`config.mk`:
```
export PLATFORM = sky130hd
export DESIGN_NAME = stereo_linear_resampler_with_volume_flat
export DESIGN_NICKNAME = d
export VERILOG_FILES = /design/src/hdl/slrv_pkg.sv /design/src/hdl/slrv_channels.sv /design/src/hdl/stereo_linear_resampler_with_volume.sv /design/src/hdl/slrv_cfg_regs.sv /design/src/hdl/slrv_mul_unit.sv /design/src/hdl/slrv_seq.sv /design/src/flat_wrapper.sv
export SDC_FILE = /design/constraint.sdc
export NUM_CORES = 1
export LEC_CHECK = 0
export BUFFER_PORTS_ARGS = -buffer_cell sky130_fd_sc_hd__buf_4
export CAP_MARGIN = 10
export CORE_AREA = 5 5 205 207
export CTS_CLUSTER_DIAMETER = 30
export DETAILED_ROUTE_END_ITERATION = 12
export DIE_AREA = 0 0 210 212
export HOLD_SLACK_MARGIN = 0.06
export PLACE_DENSITY = 0.75
export SLEW_MARGIN = 20
export SYNTH_ARGS = -nofsm -noshare
export SYNTH_HDL_FRONTEND = slang
export SYNTH_SLANG_ARGS = --single-unit
export TNS_END_PERCENT = 10
```
`constraint.sdc`:
```
create_clock -name clk -period 14 [get_ports clk]
set_input_delay 0.7 -clock clk [delete_from_list [all_inputs] [get_ports clk]]
set_output_delay 0.7 -clock clk [all_outputs]
set_load 0.05 [all_outputs]
```
`src/hdl/slrv_pkg.sv`:
```
// Package of the stereo linear resampler: widths, constants, types and helpers.
// No dependencies; the design and checker files refer to it by scoped names.
`timescale 1ns / 1ps

package slrv_pkg;

  localparam int PHASE_FRAC_BITS = 16;
  localparam int MAX_OUTPUTS     = 4;
  localparam int PHASE_W         = PHASE_FRAC_BITS + 3;
  localparam int SAMPLE_W        = 16;
  localparam int DIFF_W          = SAMPLE_W + 1;
  localparam int VOL_W           = 4;
  localparam int CNT_W           = $clog2(MAX_OUTPUTS) + 1;
  localparam int MUL_A_W         = DIFF_W;
  localparam int MUL_B_W         = PHASE_FRAC_BITS + 1;
  localparam int MUL_P_W         = MUL_A_W + MUL_B_W;
  localparam int DATA_W          = 32;
  localparam int CFG_ADDR_W      = 3;
  localparam int REG_IDX_LSB     = 2;
  localparam int VOL_UNITY       = 8;
  localparam int VOL_SHIFT       = $clog2(VOL_UNITY);

  localparam logic [PHASE_W-1:0] PHASE_ONE   = PHASE_W'(1) << PHASE_FRAC_BITS;
  localparam logic [PHASE_W-1:0] RATIO_MIN   =
    PHASE_W'((2 ** PHASE_FRAC_BITS + MAX_OUTPUTS - 1) / MAX_OUTPUTS);
  localparam logic [PHASE_W-1:0] RATIO_MAX   = PHASE_W'(4 * (2 ** PHASE_FRAC_BITS));
  localparam logic [PHASE_W-1:0] RATIO_RESET = PHASE_W'(60211);
  localparam logic [VOL_W-1:0]   VOL_RESET   = VOL_W'(VOL_UNITY);

  localparam logic [MUL_P_W-1:0] FRAC_MASK = (MUL_P_W'(1) << PHASE_FRAC_BITS) - MUL_P_W'(1);
  localparam logic [MUL_P_W-1:0] VOL_MASK  = (MUL_P_W'(1) << VOL_SHIFT) - MUL_P_W'(1);

  typedef enum logic [0:0] {
    REG_STEP_RATIO    = 1'b0,
    REG_OUTPUT_VOLUME = 1'b1
  } reg_idx_t;

  typedef enum logic [2:0] {
    S_IDLE,
    S_LMUL,
    S_LSUM,
    S_LVOL,
    S_RMUL,
    S_RSUM,
    S_RVOL,
    S_EMIT
  } seq_state_t;

  typedef struct packed {
    logic [PHASE_W-1:0] ratio;
    logic [VOL_W-1:0]   volume;
  } cfg_t;

  typedef struct packed {
    logic signed [MUL_A_W-1:0] a;
    logic signed [MUL_B_W-1:0] b;
  } mul_req_t;

  // Offset of an interpolated sample: product over one phase unit, towards zero.
  function automatic logic signed [DIFF_W-1:0] lerp_offset(
    input logic signed [MUL_P_W-1:0] p
  );
    logic [MUL_P_W-1:0] adj;
    adj = p + (p[MUL_P_W-1] ? FRAC_MASK : '0);
    return adj[PHASE_FRAC_BITS +: DIFF_W];
  endfunction

  // Volume product divided by unity gain, towards zero.
  function automatic logic signed [SAMPLE_W-1:0] vol_scale(
    input logic signed [MUL_P_W-1:0] p
  );
    logic [MUL_P_W-1:0] adj;
    adj = p + (p[MUL_P_W-1] ? VOL_MASK : '0);
    return adj[VOL_SHIFT +: SAMPLE_W];
  endfunction

endpackage

```
`src/hdl/slrv_channels.sv`:
```
// Handshake channel interfaces for input frames and output samples.
// Depends on slrv_pkg for the sample width.
`timescale 1ns / 1ps

interface slrv_in_if;
  logic                                   valid;
  logic                                   ready;
  logic signed [slrv_pkg::SAMPLE_W-1:0]   left_sample;
  logic signed [slrv_pkg::SAMPLE_W-1:0]   right_sample;
  logic                                   restart;

  modport source (output valid, output left_sample, output right_sample,
                  output restart, input ready);
  modport sink   (input valid, input left_sample, input right_sample,
                  input restart, output ready);
endinterface

interface slrv_out_if;
  logic                                   valid;
  logic                                   ready;
  logic signed [slrv_pkg::SAMPLE_W-1:0]   out_left;
  logic signed [slrv_pkg::SAMPLE_W-1:0]   out_right;
  logic                                   last_of_run;

  modport source (output valid, output out_left, output out_right,
                  output last_of_run, input ready);
  modport sink   (input valid, input out_left, input out_right,
                  input last_of_run, output ready);
endinterface

```
`src/hdl/stereo_linear_resampler_with_volume.sv`:
```
// Top level of the stereo linear resampler with volume.
// Depends on slrv_pkg, the channel interfaces, slrv_cfg_regs, slrv_mul_unit and slrv_seq.
//
//   Channel   Direction  Handshake             Payload
//   in_ch     sink       valid / ready         left_sample, right_sample, restart
//   out_ch    source     valid / ready         out_left, out_right, last_of_run
//   cfg (APB) slave      psel, penable, pready step_ratio at 0x0, output_volume at 0x4
//
// An item gives from 0 to 4 results.
// Each result steps through LMUL, LSUM, LVOL, RMUL, RSUM, RVOL and EMIT, as one multiplier
// serves both channels, once for the interpolation and once for the volume of each.
// A frame that starts a stream, or one that gives no result, is handled in IDLE and the block stays ready.
// Reset is synchronous: it clears the held frame, the phase and the output valid flag.
// The sequencer waits with a finished result while the output register is full and not being taken.
`timescale 1ns / 1ps

module stereo_linear_resampler_with_volume (
  input  logic                            clk,
  input  logic                            rst_n,
  slrv_in_if.sink                         in_ch,
  slrv_out_if.source                      out_ch,
  input  logic                            psel,
  input  logic                            penable,
  input  logic                            pwrite,
  input  logic [slrv_pkg::CFG_ADDR_W-1:0] paddr,
  input  logic [slrv_pkg::DATA_W-1:0]     pwdata,
  output logic [slrv_pkg::DATA_W-1:0]     prdata,
  output logic                            pready
);

  slrv_pkg::cfg_t                      cfg;
  slrv_pkg::mul_req_t                  mul_req;
  logic signed [slrv_pkg::MUL_P_W-1:0] prod;

  slrv_cfg_regs u_cfg (
    .clk     (clk),
    .rst_n   (rst_n),
    .psel    (psel),
    .penable (penable),
    .pwrite  (pwrite),
    .paddr   (paddr),
    .pwdata  (pwdata),
    .prdata  (prdata),
    .pready  (pready),
    .cfg     (cfg)
  );

  slrv_mul_unit u_mul (
    .clk    (clk),
    .req    (mul_req),
    .prod_r (prod)
  );

  slrv_seq u_seq (
    .clk     (clk),
    .rst_n   (rst_n),
    .in_ch   (in_ch),
    .out_ch  (out_ch),
    .cfg     (cfg),
    .mul_req (mul_req),
    .prod    (prod)
  );

endmodule

```
`src/hdl/slrv_cfg_regs.sv`:
```
// Configuration registers behind the APB-style port, with ratio saturation.
// Depends on slrv_pkg.
`timescale 1ns / 1ps

module slrv_cfg_regs (
  input  logic                              clk,
  input  logic                              rst_n,
  input  logic                              psel,
  input  logic                              penable,
  input  logic                              pwrite,
  input  logic [slrv_pkg::CFG_ADDR_W-1:0]   paddr,
  input  logic [slrv_pkg::DATA_W-1:0]       pwdata,
  output logic [slrv_pkg::DATA_W-1:0]       prdata,
  output logic                              pready,
  output slrv_pkg::cfg_t                    cfg
);

  logic [slrv_pkg::PHASE_W-1:0] ratio_r;
  logic [slrv_pkg::PHASE_W-1:0] ratio_nxt;
  logic [slrv_pkg::VOL_W-1:0]   volume_r;
  logic [slrv_pkg::VOL_W-1:0]   volume_nxt;
  slrv_pkg::reg_idx_t           idx;
  logic                         wr_en;

  assign idx    = slrv_pkg::reg_idx_t'(paddr[slrv_pkg::REG_IDX_LSB]);
  assign wr_en  = psel && penable && pwrite;
  assign pready = 1'b1;

  always_comb begin
    ratio_nxt  = ratio_r;
    volume_nxt = volume_r;
    prdata     = '0;
    case (idx)
      slrv_pkg::REG_STEP_RATIO: begin
        prdata = slrv_pkg::DATA_W'(ratio_r);
        if (wr_en) begin
          ratio_nxt = pwdata[slrv_pkg::PHASE_W-1:0];
        end
      end
      slrv_pkg::REG_OUTPUT_VOLUME: begin
        prdata = slrv_pkg::DATA_W'(volume_r);
        if (wr_en) begin
          volume_nxt = pwdata[slrv_pkg::VOL_W-1:0];
        end
      end
      default: begin
        prdata = '0;
      end
    endcase
  end

  always_ff @(posedge clk) begin
    if (!rst_n) begin
      ratio_r  <= slrv_pkg::RATIO_RESET;
      volume_r <= slrv_pkg::VOL_RESET;
    end else begin
      ratio_r  <= ratio_nxt;
      volume_r <= volume_nxt;
    end
  end

  always_comb begin
    cfg.volume = volume_r;
    if (ratio_r < slrv_pkg::RATIO_MIN) begin
      cfg.ratio = slrv_pkg::RATIO_MIN;
    end else if (ratio_r > slrv_pkg::RATIO_MAX) begin
      cfg.ratio = slrv_pkg::RATIO_MAX;
    end else begin
      cfg.ratio = ratio_r;
    end
  end

endmodule

```
`src/hdl/slrv_mul_unit.sv`:
```
// Shared signed multiplier with a registered product.
// Depends on slrv_pkg for the operand and product widths.
`timescale 1ns / 1ps

module slrv_mul_unit (
  input  logic                                clk,
  input  slrv_pkg::mul_req_t                  req,
  output logic signed [slrv_pkg::MUL_P_W-1:0] prod_r
);

  logic signed [slrv_pkg::MUL_P_W-1:0] prod_nxt;

  assign prod_nxt = req.a * req.b;

  always_ff @(posedge clk) begin
    prod_r <= prod_nxt;
  end

endmodule

```
`src/hdl/slrv_seq.sv`:
```
// Sequencer and datapath registers: held frame, phase, run count and output register.
// Depends on slrv_pkg and the channel interfaces; drives the shared multiplier.
`timescale 1ns / 1ps

module slrv_seq (
  input  logic                                clk,
  input  logic                                rst_n,
  slrv_in_if.sink                             in_ch,
  slrv_out_if.source                          out_ch,
  input  slrv_pkg::cfg_t                      cfg,
  output slrv_pkg::mul_req_t                  mul_req,
  input  logic signed [slrv_pkg::MUL_P_W-1:0] prod
);

  localparam int SW = slrv_pkg::SAMPLE_W;
  localparam int PW = slrv_pkg::PHASE_W;
  localparam int FB = slrv_pkg::PHASE_FRAC_BITS;
  localparam int CW = slrv_pkg::CNT_W;

  slrv_pkg::seq_state_t state_r, state_nxt;

  logic signed [SW-1:0]            held_left_r, held_left_nxt;
  logic signed [SW-1:0]            held_right_r, held_right_nxt;
  logic                            held_valid_r, held_valid_nxt;
  logic [PW-1:0]                   phase_r, phase_nxt;
  logic [CW-1:0]                   cnt_r, cnt_nxt;
  logic signed [SW-1:0]            new_left_r, new_left_nxt;
  logic signed [SW-1:0]            new_right_r, new_right_nxt;
  logic signed [SW:0]              diff_left_r, diff_left_nxt;
  logic signed [SW:0]              diff_right_r, diff_right_nxt;
  logic signed [SW-1:0]            lerp_r, lerp_nxt;
  logic signed [SW-1:0]            res_left_r, res_left_nxt;
  logic                            out_valid_r, out_valid_nxt;
  logic signed [SW-1:0]            out_left_r, out_left_nxt;
  logic signed [SW-1:0]            out_right_r, out_right_nxt;
  logic                            out_last_r, out_last_nxt;

  logic                            in_acc;
  logic                            out_free;
  logic signed [SW-1:0]            scaled;
  logic signed [SW:0]              held_sel_ext;
  logic signed [SW:0]              lerp_sum;
  logic [PW-1:0]                   phase_sum;
  logic [CW-1:0]                   cnt_inc;
  logic                            more;
  logic signed [SW:0]              in_left_ext;
  logic signed [SW:0]              in_right_ext;
  logic [slrv_pkg::MUL_B_W-1:0]    frac_op;
  logic [slrv_pkg::MUL_B_W-1:0]    vol_op;
  logic signed [slrv_pkg::MUL_A_W-1:0] lerp_op;

  assign in_ch.ready        = (state_r == slrv_pkg::S_IDLE);
  assign in_acc             = in_ch.valid && in_ch.ready;
  assign out_free           = !out_valid_r || out_ch.ready;
  assign out_ch.valid       = out_valid_r;
  assign out_ch.out_left    = out_left_r;
  assign out_ch.out_right   = out_right_r;
  assign out_ch.last_of_run = out_last_r;

  assign in_left_ext  = {in_ch.left_sample[SW-1], in_ch.left_sample};
  assign in_right_ext = {in_ch.right_sample[SW-1], in_ch.right_sample};
  assign frac_op      = {1'b0, phase_r[FB-1:0]};
  assign vol_op       = {{(slrv_pkg::MUL_B_W - slrv_pkg::VOL_W){1'b0}}, cfg.volume};
  assign lerp_op      = {{(slrv_pkg::MUL_A_W - SW){lerp_r[SW-1]}}, lerp_r};
  assign scaled       = (cfg.volume >= slrv_pkg::VOL_W'(slrv_pkg::VOL_UNITY)) ?
                        lerp_r : slrv_pkg::vol_scale(prod);
  assign held_sel_ext = (state_r == slrv_pkg::S_LSUM) ?
                        {held_left_r[SW-1], held_left_r} : {held_right_r[SW-1], held_right_r};
  assign lerp_sum     = held_sel_ext + slrv_pkg::lerp_offset(prod);
  assign phase_sum    = phase_r + cfg.ratio;
  assign cnt_inc      = cnt_r + CW'(1);
  assign more         = (phase_sum < slrv_pkg::PHASE_ONE) &&
                        (cnt_inc < CW'(slrv_pkg::MAX_OUTPUTS));

  always_comb begin
    state_nxt      = state_r;
    held_left_nxt  = held_left_r;
    held_right_nxt = held_right_r;
    held_valid_nxt = held_valid_r;
    phase_nxt      = phase_r;
    cnt_nxt        = cnt_r;
    new_left_nxt   = new_left_r;
    new_right_nxt  = new_right_r;
    diff_left_nxt  = diff_left_r;
    diff_right_nxt = diff_right_r;
    lerp_nxt       = lerp_r;
    res_left_nxt   = res_left_r;
    out_valid_nxt  = out_valid_r && !out_ch.ready;
    out_left_nxt   = out_left_r;
    out_right_nxt  = out_right_r;
    out_last_nxt   = out_last_r;
    mul_req.a      = diff_left_r;
    mul_req.b      = frac_op;

    case (state_r)
      slrv_pkg::S_IDLE: begin
        if (in_acc) begin
          if (in_ch.restart || !held_valid_r) begin
            held_left_nxt  = in_ch.left_sample;
            held_right_nxt = in_ch.right_sample;
            held_valid_nxt = 1'b1;
            if (in_ch.restart) begin
              phase_nxt = '0;
            end
          end else if (phase_r < slrv_pkg::PHASE_ONE) begin
            new_left_nxt   = in_ch.left_sample;
            new_right_nxt  = in_ch.right_sample;
            diff_left_nxt  = in_left_ext - {held_left_r[SW-1], held_left_r};
            diff_right_nxt = in_right_ext - {held_right_r[SW-1], held_right_r};
            cnt_nxt        = '0;
            state_nxt      = slrv_pkg::S_LMUL;
          end else begin
            phase_nxt      = phase_r - slrv_pkg::PHASE_ONE;
            held_left_nxt  = in_ch.left_sample;
            held_right_nxt = in_ch.right_sample;
          end
        end
      end
      slrv_pkg::S_LMUL: begin
        mul_req.a = diff_left_r;
        mul_req.b = frac_op;
        state_nxt = slrv_pkg::S_LSUM;
      end
      slrv_pkg::S_LSUM: begin
        lerp_nxt  = lerp_sum[SW-1:0];
        state_nxt = slrv_pkg::S_LVOL;
      end
      slrv_pkg::S_LVOL: begin
        mul_req.a = lerp_op;
        mul_req.b = vol_op;
        state_nxt = slrv_pkg::S_RMUL;
      end
      slrv_pkg::S_RMUL: begin
        res_left_nxt = scaled;
        mul_req.a    = diff_right_r;
        mul_req.b    = frac_op;
        state_nxt    = slrv_pkg::S_RSUM;
      end
      slrv_pkg::S_RSUM: begin
        lerp_nxt  = lerp_sum[SW-1:0];
        state_nxt = slrv_pkg::S_RVOL;
      end
      slrv_pkg::S_RVOL: begin
        mul_req.a = lerp_op;
        mul_req.b = vol_op;
        state_nxt = slrv_pkg::S_EMIT;
      end
      slrv_pkg::S_EMIT: begin
        mul_req.a = lerp_op;
        mul_req.b = vol_op;
        if (out_free) begin
          out_valid_nxt = 1'b1;
          out_left_nxt  = res_left_r;
          out_right_nxt = scaled;
          out_last_nxt  = !more;
          if (more) begin
            phase_nxt = phase_sum;
            cnt_nxt   = cnt_inc;
            state_nxt = slrv_pkg::S_LMUL;
          end else begin
            phase_nxt      = (phase_sum >= slrv_pkg::PHASE_ONE) ?
                             (phase_sum - slrv_pkg::PHASE_ONE) : phase_sum;
            held_left_nxt  = new_left_r;
            held_right_nxt = new_right_r;
            state_nxt      = slrv_pkg::S_IDLE;
          end
        end
      end
      default: begin
        state_nxt = slrv_pkg::S_IDLE;
      end
    endcase
  end

  always_ff @(posedge clk) begin
    if (!rst_n) begin
      state_r      <= slrv_pkg::S_IDLE;
      held_left_r  <= '0;
      held_right_r <= '0;
      held_valid_r <= 1'b0;
      phase_r      <= '0;
      cnt_r        <= '0;
      out_valid_r  <= 1'b0;
    end else begin
      state_r      <= state_nxt;
      held_left_r  <= held_left_nxt;
      held_right_r <= held_right_nxt;
      held_valid_r <= held_valid_nxt;
      phase_r      <= phase_nxt;
      cnt_r        <= cnt_nxt;
      out_valid_r  <= out_valid_nxt;
    end
  end

  always_ff @(posedge clk) begin
    new_left_r   <= new_left_nxt;
    new_right_r  <= new_right_nxt;
    diff_left_r  <= diff_left_nxt;
    diff_right_r <= diff_right_nxt;
    lerp_r       <= lerp_nxt;
    res_left_r   <= res_left_nxt;
    out_left_r   <= out_left_nxt;
    out_right_r  <= out_right_nxt;
    out_last_r   <= out_last_nxt;
  end

endmodule

```
`src/flat_wrapper.sv`:
```
// flat-port wrapper written by rule: the top's interface ports become plain ports
module stereo_linear_resampler_with_volume_flat 
  (clk, rst_n, psel, penable, pwrite, paddr, pwdata, prdata, pready, in_ch_valid, in_ch_left_sample, in_ch_right_sample, in_ch_restart, in_ch_ready, out_ch_valid, out_ch_out_left, out_ch_out_right, out_ch_last_of_run, out_ch_ready);
  slrv_in_if in_ch_i ();
  slrv_out_if out_ch_i ();
  input  logic clk;
  input  logic rst_n;
  input  logic psel;
  input  logic penable;
  input  logic pwrite;
  input  logic [slrv_pkg::CFG_ADDR_W-1:0] paddr;
  input  logic [slrv_pkg::DATA_W-1:0] pwdata;
  output logic [slrv_pkg::DATA_W-1:0] prdata;
  output logic pready;
  input wire logic [$bits(in_ch_i.valid)-1:0] in_ch_valid;
  input wire logic [$bits(in_ch_i.left_sample)-1:0] in_ch_left_sample;
  input wire logic [$bits(in_ch_i.right_sample)-1:0] in_ch_right_sample;
  input wire logic [$bits(in_ch_i.restart)-1:0] in_ch_restart;
  output wire logic [$bits(in_ch_i.ready)-1:0] in_ch_ready;
  output wire logic [$bits(out_ch_i.valid)-1:0] out_ch_valid;
  output wire logic [$bits(out_ch_i.out_left)-1:0] out_ch_out_left;
  output wire logic [$bits(out_ch_i.out_right)-1:0] out_ch_out_right;
  output wire logic [$bits(out_ch_i.last_of_run)-1:0] out_ch_last_of_run;
  input wire logic [$bits(out_ch_i.ready)-1:0] out_ch_ready;
  assign in_ch_i.valid = in_ch_valid;
  assign in_ch_i.left_sample = in_ch_left_sample;
  assign in_ch_i.right_sample = in_ch_right_sample;
  assign in_ch_i.restart = in_ch_restart;
  assign in_ch_ready = in_ch_i.ready;
  assign out_ch_valid = out_ch_i.valid;
  assign out_ch_out_left = out_ch_i.out_left;
  assign out_ch_out_right = out_ch_i.out_right;
  assign out_ch_last_of_run = out_ch_i.last_of_run;
  assign out_ch_i.ready = out_ch_ready;
  stereo_linear_resampler_with_volume u_core (.clk(clk), .rst_n(rst_n), .in_ch(in_ch_i), .out_ch(out_ch_i), .psel(psel), .penable(penable), .pwrite(pwrite), .paddr(paddr), .pwdata(pwdata), .prdata(prdata), .pready(pready));
endmodule
```
Word-level counts from Yosys, hierarchy flattened --
Index checks and enable logic that the tools add are counted.
Storage, ports and cells: input bits 75, register bits 247, word-level logic and storage cells 119
Operators by class: $lt $le $gt $ge 7, reduce and logical (&&, ||, !) cells 24, bitwise gates (word level) 2, mux-type cells 42, $mul 1, add/sub/neg operators 9, eq/ne operators 15
Operator list (number):
- 2-to-1 mux 16 bit | 13
- 2-to-1 mux 19 bit | 9
- one-hot mux 34 bit (2 select lines) | 1
- one-hot mux 16 bit (2 select lines) | 2
- one-hot mux 32 bit (2 select lines) | 1
- less-than comparator 19 x 17 -> 1 bit, second input constant | 2
- one-hot mux 19 bit (2 select lines) | 1
- subtractor 19 x 17 -> 19 bit, second input constant | 2
- multiplier 17 x 17 -> 34 bit | 1
- subtractor 16 x 16 -> 17 bit | 2
- adder 32 x 16 -> 32 bit | 1
- 2-to-1 mux 3 bit | 10
- one-hot mux 3 bit (8 select lines) | 1
- adder 19 bit | 1
- adder 19 x 3 -> 19 bit | 1
- greater-or-equal comparator 19 x 17 -> 1 bit, second input constant | 1
- > comparator 19 bit, second input constant | 1
- less-than comparator 19 x 15 -> 1 bit, second input constant | 1
- adder 16 bit | 1
- == test 3 bit, second input constant | 4
- AND reduction 5 bit | 2
- != test 2 bit, second input constant | 4
- AND reduction 4 bit | 2
- == test 3 x 2 -> 1 bit, second input constant | 2
- 19 further kinds | 34

Depth between registers and ports, before layout --
Gate-level depths: netlist of run 1.
word-level depth 9, mapped depth 30, gate-level depth less buffers 27

By module --
From an unflattened synthesis of run 1, not the netlist that was laid out.
Second synthesis, totals: cells, all modules 2550, area total of the unflattened synthesis 24572.3 sq um
Modules (own cells, without submodules):
- slrv_mul_unit | times used 1, seq. area each 680.7 sq um, area each 11783.8 sq um, cells each 1258
- slrv_seq | times used 1, seq. area each 5114.9 sq um, area each 11368.4 sq um, cells each 1129
- slrv_cfg_regs | times used 1, seq. area each 460.4 sq um, area each 1420.1 sq um, cells each 163

Worst setup path before layout of run 1 --
No wires, ideal clock.
kind register to register, from register u_core.u_seq.state_r[2], to register u_core.u_mul.prod_r[30] in the netlist's numbering, stages on the path, launching flop included 28, period minus slack after synthesis 7.630 ns, data arrival time 7.512 ns, setup slack 6.370 ns, cell sequence dfxtp_1 -> clkbuf_1 -> nor3b_2 -> clkbuf_1 -> a22o_1 -> nand2_1 -> fa_1 -> inv_1 -> fa_1 -> inv_1 -> fa_1 -> inv_1 -> fa_1 -> fa_1 -> inv_1 -> fa_1 -> inv_1 -> ha_1 -> clkbuf_1 -> a21o_1 -> a21o_1 -> a2111oi_0 -> o41ai_1 -> a31oi_1 -> o311ai_0 -> a31o_2 -> a21o_1 -> xor2_1
On the way: cells in the longest elaborated chain, start to end 4, elaborated cells between the ends (all ways) 7, classes of those cells mul: 1; eq/ne: 4; mux: 1; reduce/logical: 1
Ends and longest elaborated chain:
- start: declaration | line slrv_seq.sv:20 | slrv_pkg::seq_state_t state_r, state_nxt;
- start signal: assignment | line slrv_seq.sv:177 | state_r <= slrv_pkg::S_IDLE;
- start signal: assignment | line slrv_seq.sv:185 | state_r <= state_nxt;
- == test 3 bit or == test 3 x 2 -> 1 bit (tied branches) | line slrv_seq.sv:95 | case (state_r)
- OR reduction 3 bit (no source line)
- one-hot mux 34 bit (2 select lines) (*) | line slrv_seq.sv:95
- multiplier 17 x 17 -> 34 bit (*) | line slrv_mul_unit.sv:13 | assign prod_nxt = req.a * req.b;
- net u_core.u_mul.prod_nxt (one bit) | line slrv_mul_unit.sv:11 | logic signed [slrv_pkg::MUL_P_W-1:0] prod_nxt;
- end signal: assignment | line slrv_mul_unit.sv:16 | prod_r <= prod_nxt;
- end: declaration | line slrv_mul_unit.sv:8 | output logic signed [slrv_pkg::MUL_P_W-1:0] prod_r
Mark *: on every way through the listed nets, which the timed path passes. The rest lies on a longest branch. A chain may end at the register's enable or synchronous reset.

Worst setup path after layout of run 1 --
from register u_core.u_seq.state_r[2], to register u_core.u_mul.prod_r[33] in the netlist's numbering
The elaborated chain is that of the path after synthesis.

==> results of run 1 <==
## metal layers
metal | vias to the layer above | wire length, microns | global-route usage (%)
li1 | 8599 | - | -
met3 | 132 | 4220 | 5.28
met5 | - | 13 | 0
met2 | 680 | 29700 | 45.2
met1 | 9140 | 24500 | 34.9
met4 | 2 | 2110 | 9.47
## stage by stage
stage                     total power [W]  area (sq um)
after global routing              0.00280         26700
final                             0.00269         26700
after CTS                         0.00269         26700
after detailed placement          0.00153         25000
after floorplan                   0.00135         23800
after global placement            0.00150         25000
## cells in the mapped netlist, drive strengths merged, types with 33 or more instances
master  count
xnor2      82
a21oi      88
edfxtp    131
ha        171
nand2     379
clkbuf     70
xor2       33
fa        283
inv       438
o21ai      72
dfxtp     115
nor2      235
nand3      48
## flip-flops by register name, summed over array words and instances, names as in the netlist
name / flops
u_core.u_seq.lerp_r: 16
u_core.u_seq.res_left_r: 16
u_core.u_cfg.ratio_r: 19
u_core.u_seq.new_left_r: 16
u_core.u_seq.held_left_r: 16
u_core.u_mul.prod_r: 33
u_core.u_seq.new_right_r: 16
u_core.u_seq.out_ch.out_right: 16
u_core.u_seq.out_ch.out_left: 16
u_core.u_cfg.volume_r: 4
u_core.u_seq.out_ch.last_of_run: 1
u_core.u_seq.diff_right_r: 17
u_core.u_seq.phase_r: 19
u_core.u_seq.held_right_r: 16
u_core.u_seq.held_valid_r: 1
u_core.u_seq.out_ch.valid: 1
u_core.u_seq.cnt_r: 3
u_core.u_seq.diff_left_r: 17
u_core.u_seq.state_r: 3
## worst min path at each step
stage	end	startpoint
after global placement	u_core.u_seq.out_ch.out_left[14]	u_core.u_seq.res_left_r[14]
after detailed placement	u_core.u_seq.out_ch.out_left[15]	u_core.u_seq.res_left_r[15]
after floorplan	u_core.u_seq.out_ch.out_left[0]	u_core.u_seq.res_left_r[0]
after CTS	u_core.u_seq.new_right_r[0]	in_ch_right_sample[0]
final	u_core.u_seq.new_right_r[0]	in_ch_right_sample[0]
after global routing	u_core.u_seq.new_right_r[0]	in_ch_right_sample[0]
## cells by family after synthesis
group / after synthesis / share of synthesized area, %
and+or+nand+nor: 828 / 15.1
buffers and inverters: 533 / 8.86
adders and majority gates: 454 / 32.9
AOI/OAI and AO/OA: 386 / 11.9
DFF: 246 / 26.3
xor gates and xnor gates: 115 / 4.25
muxes: 15 / 0.659
other: 2 / 0.0317
## cell usage in the layout (no fill, tap or decap), types with 31 or more instances in the layout
master and n:
xnor2_1 82, clkbuf_16 50, ha_1 171, buf_4 132
dfxtp_1 115, a21o_1 31, nand3_1 48, o21ai_0 69
edfxtp_1 131, a21oi_1 88, nor2_1 233, fa_1 283
nand2_1 379, inv_1 437, xor2_1 33
## worst max-delay path, cell delays in order (launching register included)
cell and delay (ns):
dfxtp_1 0.47, nor3b_4 0.23, buf_4 0.54, nor2_2 0.05
buf_4 0.25, a22oi_1 0.86, nand2_1 0.35, nand2_1 0.20
fa_1 0.45, fa_1 0.47, fa_1 0.52, inv_1 0.05
fa_1 0.46, fa_1 0.54, inv_1 0.05, fa_1 0.52
inv_1 0.04, ha_1 0.35, o21a_1 0.26, o21ai_0 0.16
a21oi_1 0.13, and3_1 0.20, a21oi_1 0.46, o21ai_0 0.28
o21ai_0 0.39, a311oi_1 0.21, xnor2_1 0.54
## area by class of cell
type                            count  share of cell area (%)
Inverter                          439                    6.18
Sequential cell                   246                    23.4
Clock inverter                     36                    1.38
Timing Repair Buffer              133                    3.73
Multi-Input combinational cell   1812                    57.9
Tap cell                          532                    2.50
Clock buffer                       58                    4.88
## where the power goes
group | switching, W | leakage, nW | internal (W)
Sequential | 0.0000517 | 2.12 | 0.000849
Combinational | 0.000409 | 9.66 | 0.000224
Clock | 0.000421 | 0.799 | 0.000735
==> impl_metrics.env, run 1 <==
export IMPL_via_per_inst=5.70
export IMPL_synth_edf_count=131
export IMPL_leakagePower_nw=12.6
export IMPL_area_delta_synth_final_pct=12.4
export IMPL_clockBufferDepth=3
export IMPL_wl_microns=60600
export IMPL_dp_hpwl_microns=47900
export IMPL_slew_headroom_pct=27.0
export IMPL_start_util_pct=59.0
export IMPL_synthTopCellsByArea="fa_1, edfxtp_1, dfxtp_1"
export IMPL_path_clk_slew_ns=0.05
export IMPL_cts_buffers=50
export IMPL_ys_ff_latch=246
export IMPL_fillerInstances=3235
export IMPL_cts_sinks=246
export IMPL_syn_avg_cell_area_sq_um=9.20
export IMPL_syn_area_sq_um=23700
export IMPL_design_core_area_sq_um=40200
export IMPL_synth_top_area_cell="fa_1"
export IMPL_fin_util_pct=66.4
export IMPL_row_count=74
export IMPL_grt_ovfl_total=0
export IMPL_final_seq_area_sq_um=6240
export IMPL_cp_required_ns=14.40
export IMPL_root_buffer="clkbuf_16"
export IMPL_hold_viol_final=0
export IMPL_arrival_ns=9.65
export IMPL_antenna_found_initial=1
export IMPL_cts_setup_buffers=0
export IMPL_max_cap_violations=0
export IMPL_r2r_slack_ns=4.75
export IMPL_insertion_delay_ns=0.58
export IMPL_hold_depth=1
export IMPL_startpoint="u_core.u_seq.state_r[2]"
export IMPL_timing_rr_start="u_core.u_seq.state_r[2]"
export IMPL_cp_start_kind="register"
export IMPL_firstDrtPassIters=7
export IMPL_grt_pass1_wl_microns=95800
export IMPL_finalCritPeriodShare_pct=66.1
export IMPL_multi_input_area_sq_um=15500
export IMPL_num_vias=18600
export IMPL_grt_usage_pct=26.8
export IMPL_r2r_end="u_core.u_mul.prod_r[33]"
export IMPL_skew_ns=0.0227
export IMPL_holdBufCountCts=0
export IMPL_critical_path_class="register to register"
export IMPL_pre_cts_ws_ns=4.76
export IMPL_dieHeight_microns=212
export IMPL_tns_ns=0
export IMPL_io_pins=143
export IMPL_cp_end_kind="register"
export IMPL_synth_cell_types=73
export IMPL_drcViolationCount=0
export IMPL_rsz0062_at_grt="false"
export IMPL_synthFlopType="edfxtp_1"
export IMPL_placed_cells=3161
export IMPL_yosysTopAreaCellShare_pct=23.9
export IMPL_grt_pass1_vias=18600
export IMPL_die_w_microns=210
export IMPL_critPathMaxFanout=51
export IMPL_irDropWorstVdd_uv=117
export IMPL_period_minus_slack_ns=9.25
export IMPL_slew_violations=0
export IMPL_diodes=0
export IMPL_synth_seq_area_share_pct=26.3
export IMPL_final_instance_count_excl_fill=3256
export IMPL_hold_worst_slack_ns=0.322
export IMPL_tightest_slew_ns=1.10
export IMPL_cts_tree="yes"
export IMPL_wl_per_cell_microns=18.6
export IMPL_drt_iter0_markers=1426
export IMPL_power_density_nw_per_um2=101
export IMPL_die_area_sq_um=44500
export IMPL_finalNetCount=3211
export IMPL_hold_class="input port to register"
export IMPL_outcome="finished, final reports clean"
export IMPL_timing_final_ws_setup_ns=4.75
export IMPL_finalSetupViolations=0
export IMPL_postSynth_asyncResetShare_pct=0
export IMPL_yosysWarnings=0
export IMPL_htree_levels=2
export IMPL_crit_end="u_core.u_mul.prod_r[33]"
export IMPL_port_buffers=113
export IMPL_rr_worst_depth=26
export IMPL_grt_start_max_net_pins=68
export IMPL_fmax_mhz=108
export IMPL_synthCells=2579
export IMPL_cts_repair_resized=0
export IMPL_antenna_left=0
export IMPL_gp_congestion=0.949
export IMPL_post_route_cells_drive_above_1_share_pct=10.0
No activity file was read; power rests on OpenSTA's default activity.
==> inputs of run 2 (changes only) <==
Settings changed: CORE_AREA 5 5 205 207 to 5 5 211 213, DIE_AREA 0 0 210 212 to 0 0 216 218, PLACE_DENSITY 0.75 to 0.74.
Clock period 14 ns to 8.4 ns, I/O delays scaled along.
==> impl_metrics.env, run 2 (synthesis gave the netlist of run 1 again) <==
export IMPL_outcome="finished, final reports clean"
export IMPL_rsz0062_at_grt="false"
export IMPL_die_area_sq_um=47100
export IMPL_hold_class="input port to register"
export IMPL_slew_headroom_pct=29.1
export IMPL_post_route_cells_drive_above_1_share_pct=11.2
export IMPL_start_util_pct=55.8
export IMPL_grt_pass1_wl_microns=98400
export IMPL_clkPwrFrac_pct=46.2
export IMPL_fmax_mhz=126
export IMPL_final_cell_mix="inv_1, nand2_1, fa_1"
export IMPL_diodes=0
export IMPL_cell_internal_pwr_w=0.00328
export IMPL_hold_depth=3
export IMPL_area_delta_synth_final_pct=16.3
export IMPL_critical_path_class="register to register"
export IMPL_layout_commonest_cell="inv_1"
export IMPL_clockBufferDepth=3
export IMPL_pre_cts_ws_ns=0.481
export IMPL_pwr_share_seq_pct=31.3
export IMPL_die_w_microns=216
export IMPL_power_switching_w=0.00153
export IMPL_path_buf_inv=4
export IMPL_slew_violations=0
export IMPL_drcViolationCount=0
export IMPL_leakagePower_nw=13.0
export IMPL_tightest_slew_ns=1.06
export IMPL_cp_end_kind="register"
export IMPL_skew_ns=0.0229
export IMPL_grt_start_max_net_pins=68
export IMPL_cpMaxStageDelayCell="a22oi_1"
export IMPL_min_to="u_core.u_cfg.volume_r[2]"
export IMPL_period_minus_slack_ns=7.93
export IMPL_power_density_nw_per_um2=174
export IMPL_reg_largest_list="u_core.u_mul.prod_r x33, u_core.u_cfg.ratio_r x19, u_core.u_seq.phase_r x19"
export IMPL_r2r_slack_ns=0.47
export IMPL_hold_viol_final=0
export IMPL_hold_worst_slack_ns=0.0801
export IMPL_io_pins=143
export IMPL_htree_levels=2
export IMPL_finalSetupViolations=0
export IMPL_cts_sinks=246
export IMPL_insertion_delay_ns=0.60
export IMPL_max_cap_violations=0
export IMPL_final_instance_count_excl_fill=3348
export IMPL_dp_hpwl_microns=49200
export IMPL_cts_tree="yes"
export IMPL_critPathMaxFanout=11
export IMPL_largest_register_ffs=33
export IMPL_dieHeight_microns=218
export IMPL_wl_per_cell_microns=18.5
export IMPL_tns_ns=0
export IMPL_antenna_left=0
export IMPL_root_buffer="clkbuf_16"
export IMPL_grt_ovfl_total=0
export IMPL_design_core_area_sq_um=42500
export IMPL_firstDrtPassIters=5
export IMPL_irDropWorstVdd_uv=210
export IMPL_grt_pass1_vias=19100
export IMPL_cp_start_kind="register"
export IMPL_gp_congestion=0.971
export IMPL_row_count=76
export IMPL_placed_cells=3203
export IMPL_arrival_ns=8.40
export IMPL_fillerInstances=3349
export IMPL_timing_rr_start="u_core.u_seq.state_r[0]"
export IMPL_finalNetCount=3285
export IMPL_cts_setup_buffers=0
export IMPL_power_total_w=0.00481
export IMPL_cts_buffers=55
export IMPL_path_clk_slew_ns=0.05
export IMPL_regMostFlops="u_core.u_mul.prod_r"
export IMPL_cp_required_ns=8.88
export IMPL_finalCritPeriodShare_pct=94.4
export IMPL_critPathMaxStageDelay_ns=0.74
export IMPL_r2r_end="u_core.u_mul.prod_r[33]"
export IMPL_drt_iter0_markers=1442
export IMPL_combPwrFrac_pct=22.5
export IMPL_crit_top_cell="fa_1"
export IMPL_rr_worst_depth=26
export IMPL_antenna_found_initial=0
export IMPL_port_buffers=113
export IMPL_wl_microns=62100
export IMPL_num_vias=18900
export IMPL_via_per_inst=5.64
export IMPL_swShare_pct=31.8
export IMPL_min_from="pwdata[2]"
export IMPL_timing_final_ws_setup_ns=0.474
export IMPL_critPathTopFamily="adder cells"
export IMPL_grt_usage_pct=26.1
run 2: cell types whose count changed in the layout (fill, tap and decap cells not counted), sizes merged:
cell | before | now
dlygate4sd3 | 0 | 42
clkinvlp | 7 | 3
clkbuf | 58 | 64
buf | 133 | 160
inv | 450 | 453
bufinv | 3 | 7
run 2: power by group through the flow:
stage               Combinational, W  Clock (W)  Sequential, W
floorplan                   0.000774          0        0.00148
global placement             0.00100          0        0.00152
detailed placement           0.00104          0        0.00152
CTS                          0.00106    0.00225        0.00150
global route                 0.00118    0.00232        0.00151
finish                       0.00108    0.00222        0.00151
run 2: per-stage QoR:
stage	area [sq um]	util, %
global route	27600	64.9
detailed placement	25200	59.3
global placement	25200	59.3
floorplan	23800	-
finish	27600	64.9
CTS	27600	64.9
run 2: repair_timing:
item,4_1_cts,5_1_grt
hold endpoints to repair,42,0
setup endpoints to repair,0,1
gates resized for setup,0,2
hold buffers,42,0
run 2: worst min-delay path: cells and delay by family:
kind                   cells  cell delay [ns]
muxes                      1             0.05
buffers and inverters      1             0.08
and+or+nand+nor            1             0.07
run 2: how the worst max path moves through the flow:
| stage | startpoint | end | depth (start not counted) |
|---|---|---|---|
| after detailed placement | u_core.u_seq.state_r[0] | u_core.u_mul.prod_r[33] | 26 |
| after global routing | u_core.u_seq.state_r[0] | u_core.u_mul.prod_r[33] | 26 |
| after global placement | u_core.u_seq.state_r[0] | u_core.u_mul.prod_r[33] | 26 |
| after floorplan | u_core.u_seq.state_r[2] | u_core.u_mul.prod_r[30] | 27 |
| final | u_core.u_seq.state_r[0] | u_core.u_mul.prod_r[33] | 26 |
| after CTS | u_core.u_seq.state_r[0] | u_core.u_mul.prod_r[33] | 26 |
run 2: metal layers:
layer	up-vias	track usage [%]	share of wire, %
met5	-	0	0
met4	0	10.9	4.4
met3	158	4.36	7.5
met2	775	43.8	48
met1	9206	33.7	40
li1	8740	-	-
run 2: area by class of cell:
cell class | instances | area (sq um) | share of cell area (%)
multi-input combinational | 1812 | 15500 | 56.0
sequential | 246 | 6240 | 22.6
inverter | 439 | 1650 | 5.97
timing repair buffer | 202 | 1620 | 5.88
clock buffer | 64 | 1440 | 5.23
tap | 546 | 683 | 2.48
clock inverter | 39 | 494 | 1.79
==> inputs of run 3 (changes only) <==
Settings changed: CORE_AREA 5 5 211 213 to 2 2 219 199, DIE_AREA 0 0 216 218 to 0 0 221 201, PLACE_DENSITY 0.74 to 0.75, SETUP_SLACK_MARGIN from default to 0.2.
==> impl_metrics.env, run 3 (synthesis gave the netlist of run 1 again) <==
export IMPL_irDropWorstVdd_uv=265
export IMPL_fillerInstances=3304
export IMPL_skew_ns=0.0477
export IMPL_met1_usage_pct=37.8
export IMPL_power_density_nw_per_um2=172
export IMPL_wl_per_cell_microns=18.7
export IMPL_cp_start_kind="register"
export IMPL_period_minus_slack_ns=7.77
export IMPL_placed_cell_area_sq_um=25200
export IMPL_drt_iter0_markers=1359
export IMPL_antenna_found_initial=1
export IMPL_cts_sinks=246
export IMPL_final_cell_mix="inv_1, nand2_1, fa_1"
export IMPL_insertion_delay_ns=0.63
export IMPL_leakagePower_nw=13.0
export IMPL_cell_internal_pwr_w=0.00320
export IMPL_diodes=0
export IMPL_slew_headroom_pct=28.4
export IMPL_grtUsageMet3_pct=4.35
export IMPL_via_per_inst=5.62
export IMPL_die_w_microns=221
export IMPL_finalCritPeriodShare_pct=92.5
export IMPL_outcome="finished, final reports clean"
export IMPL_arrival_ns=8.26
export IMPL_pwr_share_seq_pct=31.6
export IMPL_tightest_slew_ns=1.07
export IMPL_rsz0062_at_grt="true"
export IMPL_cp_end_kind="register"
export IMPL_row_count=72
export IMPL_tns_ns=0
export IMPL_critical_path_class="register to register"
export IMPL_num_vias=18900
export IMPL_grt_usage_pct=28.6
export IMPL_clockBufferDepth=3
export IMPL_io_pins=143
export IMPL_swShare_pct=32.8
export IMPL_slew_violations=0
export IMPL_finalSetupViolations=0
export IMPL_dieHeight_microns=201
export IMPL_grt_pass1_wl_microns=101000
export IMPL_grt_pass1_vias=19400
export IMPL_dp_hpwl_microns=49400
export IMPL_hold_viol_final=0
export IMPL_root_buffer="clkbuf_16"
export IMPL_fmax_mhz=129
export IMPL_hold_class="input port to register"
export IMPL_firstDrtPassIters=7
export IMPL_die_area_sq_um=44400
export IMPL_area_delta_synth_final_pct=16.7
export IMPL_path_clk_slew_ns=0.05
export IMPL_start_util_pct=55.9
export IMPL_combPwrFrac_pct=22.4
export IMPL_gp_congestion=0.954
export IMPL_wl_microns=62900
export IMPL_critPathMaxFanout=28
export IMPL_cts_buffers=54
export IMPL_reg_largest_list="u_core.u_mul.prod_r x33, u_core.u_cfg.ratio_r x19, u_core.u_seq.phase_r x19"
export IMPL_grt_start_max_net_pins=68
export IMPL_hold_worst_slack_ns=0.0912
export IMPL_largest_register_ffs=33
export IMPL_drcViolationCount=0
export IMPL_power_switching_w=0.00157
export IMPL_antenna_left=0
export IMPL_design_core_area_sq_um=42400
export IMPL_layout_commonest_cell="inv_1"
export IMPL_stdcell_area_sq_um=27700
export IMPL_met2_usage_pct=47.3
export IMPL_htree_levels=2
export IMPL_grt_ovfl_total=0
export IMPL_grt_busiest_layer="met2"
export IMPL_post_route_cells_drive_above_1_share_pct=11.4
export IMPL_clkPwrFrac_pct=46.0
export IMPL_port_buffers=113
export IMPL_regMostFlops="u_core.u_mul.prod_r"
export IMPL_max_cap_violations=0
export IMPL_cts_tree="yes"
export IMPL_finalNetCount=3289
export IMPL_cts_setup_buffers=0
export IMPL_cp_required_ns=8.89
run 3: cell types whose count changed in the layout (fill, tap and decap cells not counted), moves of 2 or more:
cell           previous run  this run
bufinv_16                 7         4
clkbuf_1                  7         1
clkinv_16                 1         3
clkinvlp_4                3        12
clkinv_1                  2         0
inv_8                     4         2
buf_4                   160       156
clkinv_8                  1         4
clkbuf_8                  1         4
dlygate4sd3_1            42        51
run 3: critical path: stages (launching register included):
cell and delay, ns:
dfxtp_1 0.47, nor3b_4 0.26, buf_4 0.35, buf_4 0.39, a22o_1 0.42, nand2_1 0.15, fa_1 0.41, inv_1 0.10
fa_1 0.40, inv_1 0.11, fa_1 0.41, inv_1 0.10, fa_1 0.43, fa_1 0.55, inv_1 0.05, fa_1 0.52
inv_1 0.04, ha_1 0.30, a21o_1 0.18, a21o_1 0.19, a2111oi_0 0.45, o41ai_1 0.24, a31oi_1 0.23, o311ai_1 0.22
a31o_2 0.30, a21o_1 0.18, xor2_1 0.14
run 3: layout make-up:
class | count | area [sq um] | share of cell area, %
Multi-Input combinational cell | 1812 | 15500 | 55.9
Sequential cell | 246 | 6240 | 22.5
Timing Repair Buffer | 207 | 1680 | 6.07
Inverter | 439 | 1650 | 5.95
Clock buffer | 60 | 1440 | 5.18
Tap cell | 555 | 694 | 2.51
Clock inverter | 42 | 522 | 1.88
run 3: worst paths after layout:
kind | from | to | slack [ns] | depth (start not counted)
hold reg to reg | u_core.u_seq.res_left_r[11] | u_core.u_seq.out_ch.out_left[11] | 0.42 | 0
setup reg to reg | u_core.u_seq.state_r[2] | u_core.u_mul.prod_r[30] | 0.63 | 26
setup / recovery | u_core.u_seq.state_r[2] | u_core.u_mul.prod_r[30] | 0.63 | 26
hold / removal | pwdata[10] | u_core.u_cfg.ratio_r[10] | 0.09 | 3
run 3: metal layers:
metal | wire length, microns | up-vias | part of all wire [%]
met5 | 12 | - | 0.019
li1 | - | 8745 | -
met4 | 2470 | 2 | 3.9
met3 | 4520 | 149 | 7.2
met2 | 30300 | 719 | 48
met1 | 25600 | 9276 | 41
run 3: power by group through the flow:
stage | clock, W | combinational, W | sequential [W]
2_1_floorplan | 0 | 0.000774 | 0.00148
3_3_place_gp | 0 | 0.000984 | 0.00152
4_1_cts | 0.00222 | 0.00105 | 0.00150
6_report | 0.00219 | 0.00107 | 0.00151
5_1_grt | 0.00228 | 0.00117 | 0.00151
3_5_place_dp | 0 | 0.00102 | 0.00152
run 3: stage by stage:
stage	setup WS [ns]	util [%]	total power, W	instances
after global placement	0.666	59.4	0.00251	3208
after CTS	0.371	65.2	0.00477	3361
after global routing	0.0821	65.3	0.00497	3361
after detailed placement	0.417	59.4	0.00254	3208
after floorplan	0.770	-	0.00225	2591
final	0.631	65.3	0.00477	3361
run 3: repair_timing:
item | CTS | global route
hold buffers | 51 | 0
setup endpoints to repair | 0 | 6
gates resized for setup | 0 | 6
endpoints found under the hold margin | 54 | 0
